File: src/rtl/xdec_pkg.sv
// Package for the 8086 instruction decoder: record types, opcode class codes
// and the opcode classification function shared by the front and back ends.
// No dependencies.
`timescale 1ns / 1ps
`default_nettype none

package xdec_pkg;

	// op_kind codes
	localparam logic [2:0] KIND_MOV     = 3'd0;
	localparam logic [2:0] KIND_ADD     = 3'd1;
	localparam logic [2:0] KIND_SUB     = 3'd2;
	localparam logic [2:0] KIND_CMP     = 3'd3;
	localparam logic [2:0] KIND_JCC     = 3'd4;
	localparam logic [2:0] KIND_LOOP    = 3'd5;
	localparam logic [2:0] KIND_GRP1    = 3'd6;
	localparam logic [2:0] KIND_UNKNOWN = 3'd7;

	// form codes
	localparam logic [2:0] FORM_RM_REG  = 3'd0;
	localparam logic [2:0] FORM_IMM_REG = 3'd1;
	localparam logic [2:0] FORM_IMM_RM  = 3'd2;
	localparam logic [2:0] FORM_ACC_MEM = 3'd3;
	localparam logic [2:0] FORM_IMM_ACC = 3'd4;
	localparam logic [2:0] FORM_REL     = 3'd5;

	// group-1 reg field values with their own op_kind
	localparam logic [2:0] GRP1_ADD = 3'd0;
	localparam logic [2:0] GRP1_SUB = 3'd5;
	localparam logic [2:0] GRP1_CMP = 3'd7;

	// queue between front and back
	localparam int Q_DEPTH = 2;
	localparam int Q_PTR_W = 1;
	localparam int Q_CNT_W = 2;

	// classification of one opcode (plus mod-reg-rm byte)
	typedef struct packed {
		logic [2:0] kind;
		logic [2:0] form;
		logic       wide;
		logic       dir;
		logic       has_m;
		logic [3:0] cond;
		logic [1:0] dl;   // displacement bytes
		logic [1:0] il;   // immediate bytes
	} dec_t;

	// raw assembled instruction passed from front to back
	typedef struct packed {
		logic [7:0]  opcode;
		logic [7:0]  modrm;
		logic [15:0] disp;
		logic [15:0] imm;
		logic [2:0]  total;
	} raw_t;

	function automatic dec_t decode(input logic [7:0] op, input logic [7:0] modrm);
		dec_t       d;
		logic [1:0] md;
		logic [2:0] rm;
		logic [2:0] r;
		logic       w;
		md = modrm[7:6];
		r  = modrm[5:3];
		rm = modrm[2:0];
		w  = op[0];
		d      = '0;
		d.kind = KIND_UNKNOWN;
		priority if (op[7:2] == 6'b100010 || op[7:2] == 6'b000000 ||
		             op[7:2] == 6'b001010 || op[7:2] == 6'b001110) begin
			// reg/mem with reg
			priority if (op[7:2] == 6'b100010) d.kind = KIND_MOV;
			else if (op[7:2] == 6'b000000) d.kind = KIND_ADD;
			else if (op[7:2] == 6'b001010) d.kind = KIND_SUB;
			else d.kind = KIND_CMP;
			d.form  = FORM_RM_REG;
			d.wide  = w;
			d.dir   = op[1];
			d.has_m = 1'b1;
		end else if (op[7:4] == 4'b1011) begin
			// mov immediate to register
			d.kind = KIND_MOV;
			d.form = FORM_IMM_REG;
			d.wide = op[3];
			d.il   = op[3] ? 2'd2 : 2'd1;
		end else if (op[7:1] == 7'b1100011) begin
			// mov immediate to reg/mem
			d.kind  = KIND_MOV;
			d.form  = FORM_IMM_RM;
			d.wide  = w;
			d.has_m = 1'b1;
			d.il    = w ? 2'd2 : 2'd1;
		end else if (op[7:2] == 6'b100000) begin
			// immediate group 80-83
			priority if (r == GRP1_ADD) d.kind = KIND_ADD;
			else if (r == GRP1_SUB) d.kind = KIND_SUB;
			else if (r == GRP1_CMP) d.kind = KIND_CMP;
			else d.kind = KIND_GRP1;
			d.form  = FORM_IMM_RM;
			d.wide  = w;
			d.has_m = 1'b1;
			d.il    = (w && !op[1]) ? 2'd2 : 2'd1;
		end else if (op[7:2] == 6'b101000) begin
			// accumulator and memory, always a 16-bit address
			d.kind = KIND_MOV;
			d.form = FORM_ACC_MEM;
			d.wide = w;
			d.dir  = op[1];
			d.dl   = 2'd2;
		end else if (op[7:1] == 7'b0000010 || op[7:1] == 7'b0010110 ||
		             op[7:1] == 7'b0011110) begin
			// immediate to accumulator
			priority if (op[7:1] == 7'b0000010) d.kind = KIND_ADD;
			else if (op[7:1] == 7'b0010110) d.kind = KIND_SUB;
			else d.kind = KIND_CMP;
			d.form = FORM_IMM_ACC;
			d.wide = w;
			d.il   = w ? 2'd2 : 2'd1;
		end else if (op[7:4] == 4'b0111) begin
			d.kind = KIND_JCC;
			d.form = FORM_REL;
			d.dl   = 2'd1;
			d.cond = op[3:0];
		end else if (op[7:2] == 6'b111000) begin
			d.kind = KIND_LOOP;
			d.form = FORM_REL;
			d.dl   = 2'd1;
			d.cond = {2'b00, op[1:0]};
		end else begin
			d.kind = KIND_UNKNOWN;
		end
		// displacement size from mod, direct address for mod 00 rm 110
		if (d.has_m) begin
			priority if (md == 2'd1) d.dl = 2'd1;
			else if (md == 2'd2) d.dl = 2'd2;
			else if (md == 2'd0 && rm == 3'd6) d.dl = 2'd2;
			else d.dl = 2'd0;
		end
		return d;
	endfunction

	// sign-extend a field of len bytes, zero when absent
	function automatic logic [15:0] sext_len(input logic [15:0] v, input logic [1:0] len);
		logic [15:0] res;
		unique case (len)
			2'd1:    res = {{8{v[7]}}, v[7:0]};
			2'd2:    res = v;
			default: res = 16'h0000;
		endcase
		return res;
	endfunction

endpackage

`default_nettype wire

File: src/rtl/xdec_byte_if.sv
// Code byte channel: valid, ready and one instruction-stream byte.
// No dependencies.
`timescale 1ns / 1ps
`default_nettype none

interface xdec_byte_if;
	logic       valid;
	logic       ready;
	logic [7:0] code_byte;

	modport source (output valid, output code_byte, input ready);
	modport sink   (input valid, input code_byte, output ready);
endinterface

`default_nettype wire

File: src/rtl/xdec_rec_if.sv
// Decoded record channel: valid, ready and the decoded instruction fields.
// No dependencies.
`timescale 1ns / 1ps
`default_nettype none

interface xdec_rec_if;
	logic              valid;
	logic              ready;
	logic [2:0]        op_kind;
	logic [2:0]        form;
	logic              wide;
	logic              direction;
	logic [1:0]        mod_field;
	logic [2:0]        reg_field;
	logic [2:0]        rm_field;
	logic signed [15:0] displacement;
	logic signed [15:0] immediate;
	logic [3:0]        condition;
	logic [2:0]        length;

	modport source (output valid, output op_kind, output form, output wide,
		output direction, output mod_field, output reg_field, output rm_field,
		output displacement, output immediate, output condition, output length,
		input ready);
	modport sink (input valid, input op_kind, input form, input wide,
		input direction, input mod_field, input reg_field, input rm_field,
		input displacement, input immediate, input condition, input length,
		output ready);
endinterface

`default_nettype wire

File: src/rtl/xdec_front.sv
// Front end: accepts code bytes and assembles opcode, mod-reg-rm,
// displacement and immediate bytes; pushes one raw record per instruction.
// Depends on xdec_pkg and xdec_byte_if.
`timescale 1ns / 1ps
`default_nettype none

module xdec_front
	import xdec_pkg::*;
(
	input  wire logic   clk,
	input  wire logic   arst_n,
	xdec_byte_if.sink   byte_ch,
	output logic        push_valid,
	input  wire logic   push_ready,
	output raw_t        push_data
);

	logic [7:0]  opcode_q, opcode_n;
	logic [7:0]  modrm_q, modrm_n;
	logic [15:0] disp_q, disp_n;
	logic [15:0] imm_q, imm_n;
	logic [2:0]  seen_q, seen_n;
	logic [2:0]  needed_q, needed_n;
	logic        accept;
	dec_t        d_cur, d_new, d_m;
	logic [2:0]  base, lim, idx, total;
	logic [15:0] lane;

	// a byte can always be taken while the queue has room
	assign byte_ch.ready = push_ready;
	assign accept        = byte_ch.valid && push_ready;

	assign d_cur = decode(opcode_q, modrm_q);
	assign d_new = decode(byte_ch.code_byte, 8'h00);
	assign d_m   = decode(opcode_q, byte_ch.code_byte);

	// assembly step for one accepted byte
	always_comb begin
		opcode_n   = opcode_q;
		modrm_n    = modrm_q;
		disp_n     = disp_q;
		imm_n      = imm_q;
		seen_n     = seen_q;
		needed_n   = needed_q;
		push_valid = 1'b0;
		total      = needed_q;
		base       = 3'd1 + {2'b00, d_cur.has_m};
		lim        = base + {1'b0, d_cur.dl};
		idx        = 3'd0;
		lane       = {8'h00, byte_ch.code_byte};
		if (accept) begin
			if (seen_q == 3'd0) begin
				// opcode byte
				opcode_n = byte_ch.code_byte;
				modrm_n  = 8'h00;
				disp_n   = 16'h0000;
				imm_n    = 16'h0000;
				seen_n   = 3'd1;
				if (d_new.has_m) begin
					needed_n = 3'd2;
				end else begin
					total = 3'd1 + {1'b0, d_new.dl} + {1'b0, d_new.il};
					if (total == 3'd1) push_valid = 1'b1;
					else needed_n = total;
				end
			end else if (d_cur.has_m && seen_q == 3'd1) begin
				// mod-reg-rm byte
				modrm_n = byte_ch.code_byte;
				seen_n  = 3'd2;
				total   = 3'd2 + {1'b0, d_m.dl} + {1'b0, d_m.il};
				if (total == 3'd2) push_valid = 1'b1;
				else needed_n = total;
			end else begin
				// displacement bytes first, then immediate bytes, low byte first
				if (seen_q < lim) begin
					idx    = seen_q - base;
					lane   = idx[0] ? {byte_ch.code_byte, 8'h00} : {8'h00, byte_ch.code_byte};
					disp_n = disp_q | lane;
				end else begin
					idx   = seen_q - lim;
					lane  = idx[0] ? {byte_ch.code_byte, 8'h00} : {8'h00, byte_ch.code_byte};
					imm_n = imm_q | lane;
				end
				seen_n = seen_q + 3'd1;
				total  = needed_q;
				if (seen_n >= needed_q) push_valid = 1'b1;
			end
			if (push_valid) begin
				seen_n   = 3'd0;
				needed_n = 3'd0;
			end
		end
	end

	always_comb begin
		push_data.opcode = opcode_n;
		push_data.modrm  = modrm_n;
		push_data.disp   = disp_n;
		push_data.imm    = imm_n;
		push_data.total  = total;
	end

	// assembly state
	always_ff @(posedge clk or negedge arst_n) begin
		if (!arst_n) begin
			opcode_q <= 8'h00;
			modrm_q  <= 8'h00;
			disp_q   <= 16'h0000;
			imm_q    <= 16'h0000;
			seen_q   <= 3'd0;
			needed_q <= 3'd0;
		end else begin
			opcode_q <= opcode_n;
			modrm_q  <= modrm_n;
			disp_q   <= disp_n;
			imm_q    <= imm_n;
			seen_q   <= seen_n;
			needed_q <= needed_n;
		end
	end

endmodule

`default_nettype wire

File: src/rtl/xdec_queue.sv
// Two-entry queue of raw instruction records between front and back end.
// Depends on xdec_pkg.
`timescale 1ns / 1ps
`default_nettype none

module xdec_queue
	import xdec_pkg::*;
(
	input  wire logic  clk,
	input  wire logic  arst_n,
	input  wire logic  push_valid,
	output logic       push_ready,
	input  wire raw_t  push_data,
	output logic       pop_valid,
	input  wire logic  pop_ready,
	output raw_t       pop_data
);

	raw_t                 mem_q [Q_DEPTH];
	logic [Q_PTR_W-1:0]   wr_ptr_q;
	logic [Q_PTR_W-1:0]   rd_ptr_q;
	logic [Q_CNT_W-1:0]   count_q;
	logic                 do_push, do_pop;

	assign push_ready = (count_q != Q_CNT_W'(Q_DEPTH));
	assign pop_valid  = (count_q != '0);
	assign pop_data   = mem_q[rd_ptr_q];
	assign do_push    = push_valid && push_ready;
	assign do_pop     = pop_valid && pop_ready;

	// entry storage
	always_ff @(posedge clk) begin
		if (do_push) mem_q[wr_ptr_q] <= push_data;
	end

	// pointers and fill count
	always_ff @(posedge clk or negedge arst_n) begin
		if (!arst_n) begin
			wr_ptr_q <= '0;
			rd_ptr_q <= '0;
			count_q  <= '0;
		end else begin
			if (do_push) wr_ptr_q <= wr_ptr_q + 1'b1;
			if (do_pop)  rd_ptr_q <= rd_ptr_q + 1'b1;
			if (do_push && !do_pop)      count_q <= count_q + 1'b1;
			else if (do_pop && !do_push) count_q <= count_q - 1'b1;
		end
	end

endmodule

`default_nettype wire

File: src/rtl/xdec_back.sv
// Back end: decodes raw records from the queue into output fields and holds
// them in the output register until taken.
// Depends on xdec_pkg and xdec_rec_if.
`timescale 1ns / 1ps
`default_nettype none

module xdec_back
	import xdec_pkg::*;
(
	input  wire logic   clk,
	input  wire logic   arst_n,
	input  wire logic   pop_valid,
	output logic        pop_ready,
	input  wire raw_t   pop_data,
	xdec_rec_if.source  rec_ch
);

	dec_t        d;
	logic        valid_q;
	logic        load;
	logic [1:0]  mod_n;
	logic [2:0]  reg_n, rm_n;

	// take a record whenever the output register is free or being emptied
	assign pop_ready = !valid_q || rec_ch.ready;
	assign load      = pop_valid && pop_ready;
	assign d         = decode(pop_data.opcode, pop_data.modrm);

	// operand fields, zero when absent
	always_comb begin
		mod_n = 2'd0;
		reg_n = 3'd0;
		rm_n  = 3'd0;
		if (d.has_m) begin
			mod_n = pop_data.modrm[7:6];
			reg_n = pop_data.modrm[5:3];
			rm_n  = pop_data.modrm[2:0];
		end else if (d.form == FORM_IMM_REG && d.kind == KIND_MOV) begin
			reg_n = pop_data.opcode[2:0];
		end
	end

	// output payload
	always_ff @(posedge clk) begin
		if (load) begin
			rec_ch.op_kind      <= d.kind;
			rec_ch.form         <= d.form;
			rec_ch.wide         <= d.wide;
			rec_ch.direction    <= d.dir;
			rec_ch.mod_field    <= mod_n;
			rec_ch.reg_field    <= reg_n;
			rec_ch.rm_field     <= rm_n;
			rec_ch.displacement <= $signed(sext_len(pop_data.disp, d.dl));
			rec_ch.immediate    <= $signed(sext_len(pop_data.imm, d.il));
			rec_ch.condition    <= d.cond;
			rec_ch.length       <= pop_data.total;
		end
	end

	// output valid
	always_ff @(posedge clk or negedge arst_n) begin
		if (!arst_n) begin
			valid_q <= 1'b0;
		end else if (pop_ready) begin
			valid_q <= pop_valid;
		end
	end

	assign rec_ch.valid = valid_q;

endmodule

`default_nettype wire

File: src/rtl/x86_16bit_instruction_decoder.sv
// Top level of the 8086 instruction decoder: front end, record queue, back end.
// Depends on xdec_pkg, xdec_byte_if, xdec_rec_if, xdec_front, xdec_queue, xdec_back.
//
//   channel   dir  payload                                     handshake
//   byte_ch   in   code_byte[7:0]                              valid/ready
//   rec_ch    out  op_kind form wide direction mod_field       valid/ready
//                  reg_field rm_field displacement immediate
//                  condition length
//
// One code byte is taken per cycle while the queue has room. The record of
// an instruction passes through the queue to the back output register.
// The two-entry queue lets the front keep assembling while the output stalls;
// byte_ch.ready drops only when that queue is full.
// Reset (arst_n low) clears the assembly state, the queue and the output valid.
`timescale 1ns / 1ps
`default_nettype none

module x86_16bit_instruction_decoder
	import xdec_pkg::*;
(
	input  wire logic   clk,
	input  wire logic   arst_n,
	xdec_byte_if.sink   byte_ch,
	xdec_rec_if.source  rec_ch
);

	logic push_valid, push_ready;
	raw_t push_data;
	logic pop_valid, pop_ready;
	raw_t pop_data;

	xdec_front u_front (
		.clk        (clk),
		.arst_n     (arst_n),
		.byte_ch    (byte_ch),
		.push_valid (push_valid),
		.push_ready (push_ready),
		.push_data  (push_data)
	);

	xdec_queue u_queue (
		.clk        (clk),
		.arst_n     (arst_n),
		.push_valid (push_valid),
		.push_ready (push_ready),
		.push_data  (push_data),
		.pop_valid  (pop_valid),
		.pop_ready  (pop_ready),
		.pop_data   (pop_data)
	);

	xdec_back u_back (
		.clk       (clk),
		.arst_n    (arst_n),
		.pop_valid (pop_valid),
		.pop_ready (pop_ready),
		.pop_data  (pop_data),
		.rec_ch    (rec_ch)
	);

	// front never completes an instruction into a full queue
	a_push_room: assert property (@(posedge clk) disable iff (!arst_n)
		push_valid |-> push_ready)
		else $error("record pushed into full queue");

	// a record taken from the queue shows at the output next cycle
	a_pop_to_out: assert property (@(posedge clk) disable iff (!arst_n)
		(pop_valid && pop_ready) |=> rec_ch.valid)
		else $error("popped record lost");

	// lengths stay in 1..6
	a_len_range: assert property (@(posedge clk) disable iff (!arst_n)
		rec_ch.valid |-> (rec_ch.length != 3'd0 && rec_ch.length != 3'd7))
		else $error("record length out of range");

	// unknown opcodes are single-byte records
	a_unknown_len: assert property (@(posedge clk) disable iff (!arst_n)
		(rec_ch.valid && rec_ch.op_kind == KIND_UNKNOWN) |-> rec_ch.length == 3'd1)
		else $error("unknown record with length other than one");

endmodule

`default_nettype wire
File: src/flat_wrapper.sv
// flat-port wrapper written by rule: the top's interface ports become plain ports
module x86_16bit_instruction_decoder_flat import xdec_pkg::*;
  (clk, arst_n, byte_ch_valid, byte_ch_code_byte, byte_ch_ready, rec_ch_valid, rec_ch_op_kind, rec_ch_form, rec_ch_wide, rec_ch_direction, rec_ch_mod_field, rec_ch_reg_field, rec_ch_rm_field, rec_ch_displacement, rec_ch_immediate, rec_ch_condition, rec_ch_length, rec_ch_ready);
  xdec_byte_if byte_ch_i ();
  xdec_rec_if rec_ch_i ();
  input  wire logic clk;
  input  wire logic arst_n;
  input wire logic [$bits(byte_ch_i.valid)-1:0] byte_ch_valid;
  input wire logic [$bits(byte_ch_i.code_byte)-1:0] byte_ch_code_byte;
  output wire logic [$bits(byte_ch_i.ready)-1:0] byte_ch_ready;
  output wire logic [$bits(rec_ch_i.valid)-1:0] rec_ch_valid;
  output wire logic [$bits(rec_ch_i.op_kind)-1:0] rec_ch_op_kind;
  output wire logic [$bits(rec_ch_i.form)-1:0] rec_ch_form;
  output wire logic [$bits(rec_ch_i.wide)-1:0] rec_ch_wide;
  output wire logic [$bits(rec_ch_i.direction)-1:0] rec_ch_direction;
  output wire logic [$bits(rec_ch_i.mod_field)-1:0] rec_ch_mod_field;
  output wire logic [$bits(rec_ch_i.reg_field)-1:0] rec_ch_reg_field;
  output wire logic [$bits(rec_ch_i.rm_field)-1:0] rec_ch_rm_field;
  output wire logic [$bits(rec_ch_i.displacement)-1:0] rec_ch_displacement;
  output wire logic [$bits(rec_ch_i.immediate)-1:0] rec_ch_immediate;
  output wire logic [$bits(rec_ch_i.condition)-1:0] rec_ch_condition;
  output wire logic [$bits(rec_ch_i.length)-1:0] rec_ch_length;
  input wire logic [$bits(rec_ch_i.ready)-1:0] rec_ch_ready;
  assign byte_ch_i.valid = byte_ch_valid;
  assign byte_ch_i.code_byte = byte_ch_code_byte;
  assign byte_ch_ready = byte_ch_i.ready;
  assign rec_ch_valid = rec_ch_i.valid;
  assign rec_ch_op_kind = rec_ch_i.op_kind;
  assign rec_ch_form = rec_ch_i.form;
  assign rec_ch_wide = rec_ch_i.wide;
  assign rec_ch_direction = rec_ch_i.direction;
  assign rec_ch_mod_field = rec_ch_i.mod_field;
  assign rec_ch_reg_field = rec_ch_i.reg_field;
  assign rec_ch_rm_field = rec_ch_i.rm_field;
  assign rec_ch_displacement = rec_ch_i.displacement;
  assign rec_ch_immediate = rec_ch_i.immediate;
  assign rec_ch_condition = rec_ch_i.condition;
  assign rec_ch_length = rec_ch_i.length;
  assign rec_ch_i.ready = rec_ch_ready;
  x86_16bit_instruction_decoder u_core (.clk(clk), .arst_n(arst_n), .byte_ch(byte_ch_i), .rec_ch(rec_ch_i));
endmodule
File: config.mk
export PLATFORM = sky130hd
export DESIGN_NAME = x86_16bit_instruction_decoder_flat
export DESIGN_NICKNAME = d
export VERILOG_FILES = /design/src/rtl/xdec_pkg.sv /design/src/rtl/xdec_byte_if.sv /design/src/rtl/xdec_rec_if.sv /design/src/rtl/xdec_front.sv /design/src/rtl/xdec_queue.sv /design/src/rtl/xdec_back.sv /design/src/rtl/x86_16bit_instruction_decoder.sv /design/src/flat_wrapper.sv
export SDC_FILE = /design/constraint.sdc
export NUM_CORES = 1
export LEC_CHECK = 0
export BUFFER_PORTS_ARGS = -buffer_cell sky130_fd_sc_hd__buf_2
export CORE_UTILIZATION = 30
export DETAILED_ROUTE_END_ITERATION = 8
export MAX_ROUTING_LAYER = met4
export PLACE_DENSITY = 0.57
export SYNTH_ARGS = -nofsm -noshare
export SYNTH_HDL_FRONTEND = slang
export SYNTH_HIERARCHICAL = 1
export SYNTH_SLANG_ARGS = --single-unit
export TNS_END_PERCENT = 5
File: constraint.sdc
create_clock -name clk -period 5.9 [get_ports clk]
set_clock_uncertainty 0.05 [all_clocks]
set_input_delay 0.59 -clock clk [delete_from_list [all_inputs] [get_ports clk]]
set_output_delay 0.59 -clock clk [all_outputs]
set_load 0.1 [all_outputs]
==> metrics.md <==
| Metric | Value |
|---|---|
| Placer Congestion | 0.834 |
| Slew @ Worst Pin | 1020 ps |
| Crit path capture type | flip-flop |
| Synth top area cells | edfxtp_1, dfrtp_1, mux2_4, a32o_1, ha_1 |
| Part of the cycle the worst path needs | 83.0% |
| Area grow syn2layout | 14.1% |
| Crit path DAT | 5200 ps |
| CTS Root Buffer Type | clkbuf_16 |
| Clk slew on worst S/H paths | 60 ps |
| Post-DP HPWL | 13900 µm |
| DRT Wirelength | 21400 µm |
| Number of global-route vias before repair | 6002 |
| Global route overflow | 0 |
| Number of flops mapped to enable cells by yosys | 157 |
| Yosys top cell area share | 46.9% |
| Area of the die | 34300 µm² |
| Fin. max-slew vios | 0 |
| Final Util | 35.0% |
| GRT Util Overall | 13.1% |
| I/O Pins | 69 |
| Antenna-violating nets left | 0 |
| Setup-failing EPs final | 0 |
| Area occupied by multi-input gates | 3530 µm² |
| Biggest area consumer among synthesized cells | edfxtp_1 |
| Number of fill cells in the layout | 3224 |
| Post-synth ARST share | 27.3% |
| Initial antenna violation count | 2 |
| First-pass GRT wire length | 33900 µm |
| Max Buffers Root-to-Sink | 3 |
| Run status | complete, no violations |
| Post-CTS Setup Inserts | 0 |
| Iteration-0 DRC count of the detailed router | 392 |
| Hold_ws | 204 ps |
| Die height | 185 µm |
| Total number of vias | 6015 |
| Die X | 185 µm |
| Final min period | 4900 ps |
| Drt pass-1 iters | 4 |
| Ys flop type | edfxtp_1 |
| Sink Count | 216 |
| Distinct cells, synth | 72 |
| Final Non-Filler Cells | 1244 |
| Mapped Avg Cell Area | 13.8 µm² |
| Std-Cell Core Area | 32800 µm² |
| Setup TNS | 0 ps |
| Slew margin rel. | 32.1% |
| Placed insts | 1200 |
| Post-route DRC | 0 |
| Worst path required time | 6200 ps |
| Sequential area share after synthesis | 61.5% |
| Rows | 66 |
| Final hold vios | 0 |
| Synth Register Bits | 216 |
| PortBufs | 68 |
| Startpoint Class | flip-flop |
| Critical setup path kind | flip-flop to flip-flop |
| Unrepaired setup endpoints after global routing | false |
| Cells after Synth | 727 |
| Max Fanout on Critical Path | 17 |
| CTS tree | done |
| Mapped Area | 10100 µm² |
| Syn nets | 760 |
| Register area | 6190 µm² |
| Wire length per cell | 17.2 µm |
| Commonest non-fill, non-tap cells in the layout | edfxtp_1, buf_2, nand2_1, dfrtp_1, mux2_4 |
| Starting Density | 30.7% |
| Max_cap viols | 0 |
| # hold bufs at CTS | 0 |
| Hold crit path type | input port to asynchronous set/reset pin |
| Nets | 816 |
| Most common cell after layout, fill and taps aside | edfxtp_1 |
| H-tree Lvls | 1 |
| Vias per inst | 4.84 |
| Clock latency on the worst-skew pair | 520 ps |
| Share of cells above drive strength 1 | 23.3% |
| CTS-repair resized insts | 0 |
| Peak Freq | 204 MHz |
| Synth Warn # | 6 |
| CTS buffer count | 23 |
| Pin count of the biggest net entering global routing | 60 |
## per-layer routing
| metal | track usage [%] | vias to the layer above | part of all wire, % |
|---|---|---|---|
| met2 | 21.5 | 117 | 49 |
| met4 | 4.33 | 0 | 2.1 |
| met1 | 16.6 | 3015 | 45 |
| li1 | - | 2857 | - |
| met3 | 1.99 | 26 | 3.7 |
| met5 | - | - | 0 |
## through the flow
step                      setup slack [ps]  instance area (µm²)
after floorplan                        717                10100
after global placement                1130                10700
after detailed placement              1040                10700
after CTS                             1020                11500
after global routing                   673                11500
final                                 1000                11500
## flip-flops by register name, indices dropped and copies added, names as in the netlist, 2 cells and up
signal	flops
u_core/u_back/rec_ch.length	3
u_core/u_front/opcode_q	8
u_core/u_queue/count_q	2
u_core/u_front/disp_q	16
u_core/u_back/rec_ch.rm_field	3
u_core/u_front/seen_q	3
u_core/u_back/rec_ch.condition	4
u_core/u_back/rec_ch.immediate	16
u_core/u_front/needed_q	3
u_core/u_back/rec_ch.mod_field	2
u_core/u_back/rec_ch.displacement	16
u_core/u_back/rec_ch.form	3
u_core/u_queue/mem_q	102
u_core/u_back/rec_ch.op_kind	3
u_core/u_front/imm_q	16
u_core/u_back/rec_ch.reg_field	3
u_core/u_front/modrm_q	8
## critical path, stage by stage (launching register included)
cell,delay (ps)
dfrtp_1,450
or4b_4,590
o32a_4,350
and2_1,320
o21ai_0,250
ha_1,180
inv_1,60
fa_1,540
ha_1,220
nor2b_1,120
o21ai_0,130
nand2b_1,430
nor3_4,720
a32o_1,330
## synth_stat cells (3+ instances only)
master    number
edfxtp_1     157
nand2_1       60
dfrtp_1       59
mux2_4        49
nor2_1        41
a21oi_1       30
clkbuf_1      30
a32o_1        29
and2_1        29
ha_1          19
inv_1         16
nand2b_1      15
a31oi_1       12
and3_1        12
o21ai_0       12
a21o_1         8
a41oi_1        8
nor2b_1        8
nand3_1        7
nor3_1         7
o31ai_1        7
mux2i_1        6
a22o_1         5
buf_12         5
buf_2          4
o22ai_1        4
or4b_4         4
xnor2_1        4
xor2_1         4
buf_4          3
buf_6          3
nand3b_1       3
nor3b_1        3
o211ai_1       3
o21ai_1        3
or3_1          3
## cell type report
class | count | area share (%)
clock buffer | 32 | 5.74
clock inverter | 10 | 0.719
multi-input combinational | 450 | 30.7
inverter | 16 | 0.523
tap | 442 | 4.82
sequential | 216 | 53.9
timing repair buffer | 76 | 3.49
antenna | 2 | 0.0436
## path summary, 6_finish.rpt
| kind | slack [ps] | start | to | cells past startpoint |
|---|---|---|---|---|
| max in group asynchronous | 5020 | arst_n | u_core/u_queue/rd_ptr_q | 2 |
| min in group clk | 340 | rec_ch_ready | u_core/u_back/rec_ch.valid | 3 |
| worst min register to register | 440 | u_core/u_queue/count_q[1] | u_core/u_queue/count_q[1] | 1 |
| worst max register to register | 1000 | u_core/u_front/opcode_q[4] | u_core/u_queue/mem_q[1][29] | 13 |
| worst min-delay path | 200 | arst_n | u_core/u_front/disp_q[12] | 2 |
| worst max-delay path | 1000 | u_core/u_front/opcode_q[4] | u_core/u_queue/mem_q[1][29] | 13 |
## logic make-up after synthesis
logic type,after synthesis,share of synthesized area (%)
flip-flops,216,61.5
AND/OR/NAND/NOR,214,11.6
AO/OA/AOI/OAI,148,11.2
buffers and inverters,61,3.47
multiplexers,57,8.14
adder cells (fa/ha/maj),21,2.76
XOR/XNOR,10,1.24
Power is not shown: default switching activity piles up to over one toggle a cycle in this logic, so the estimate is an artifact.
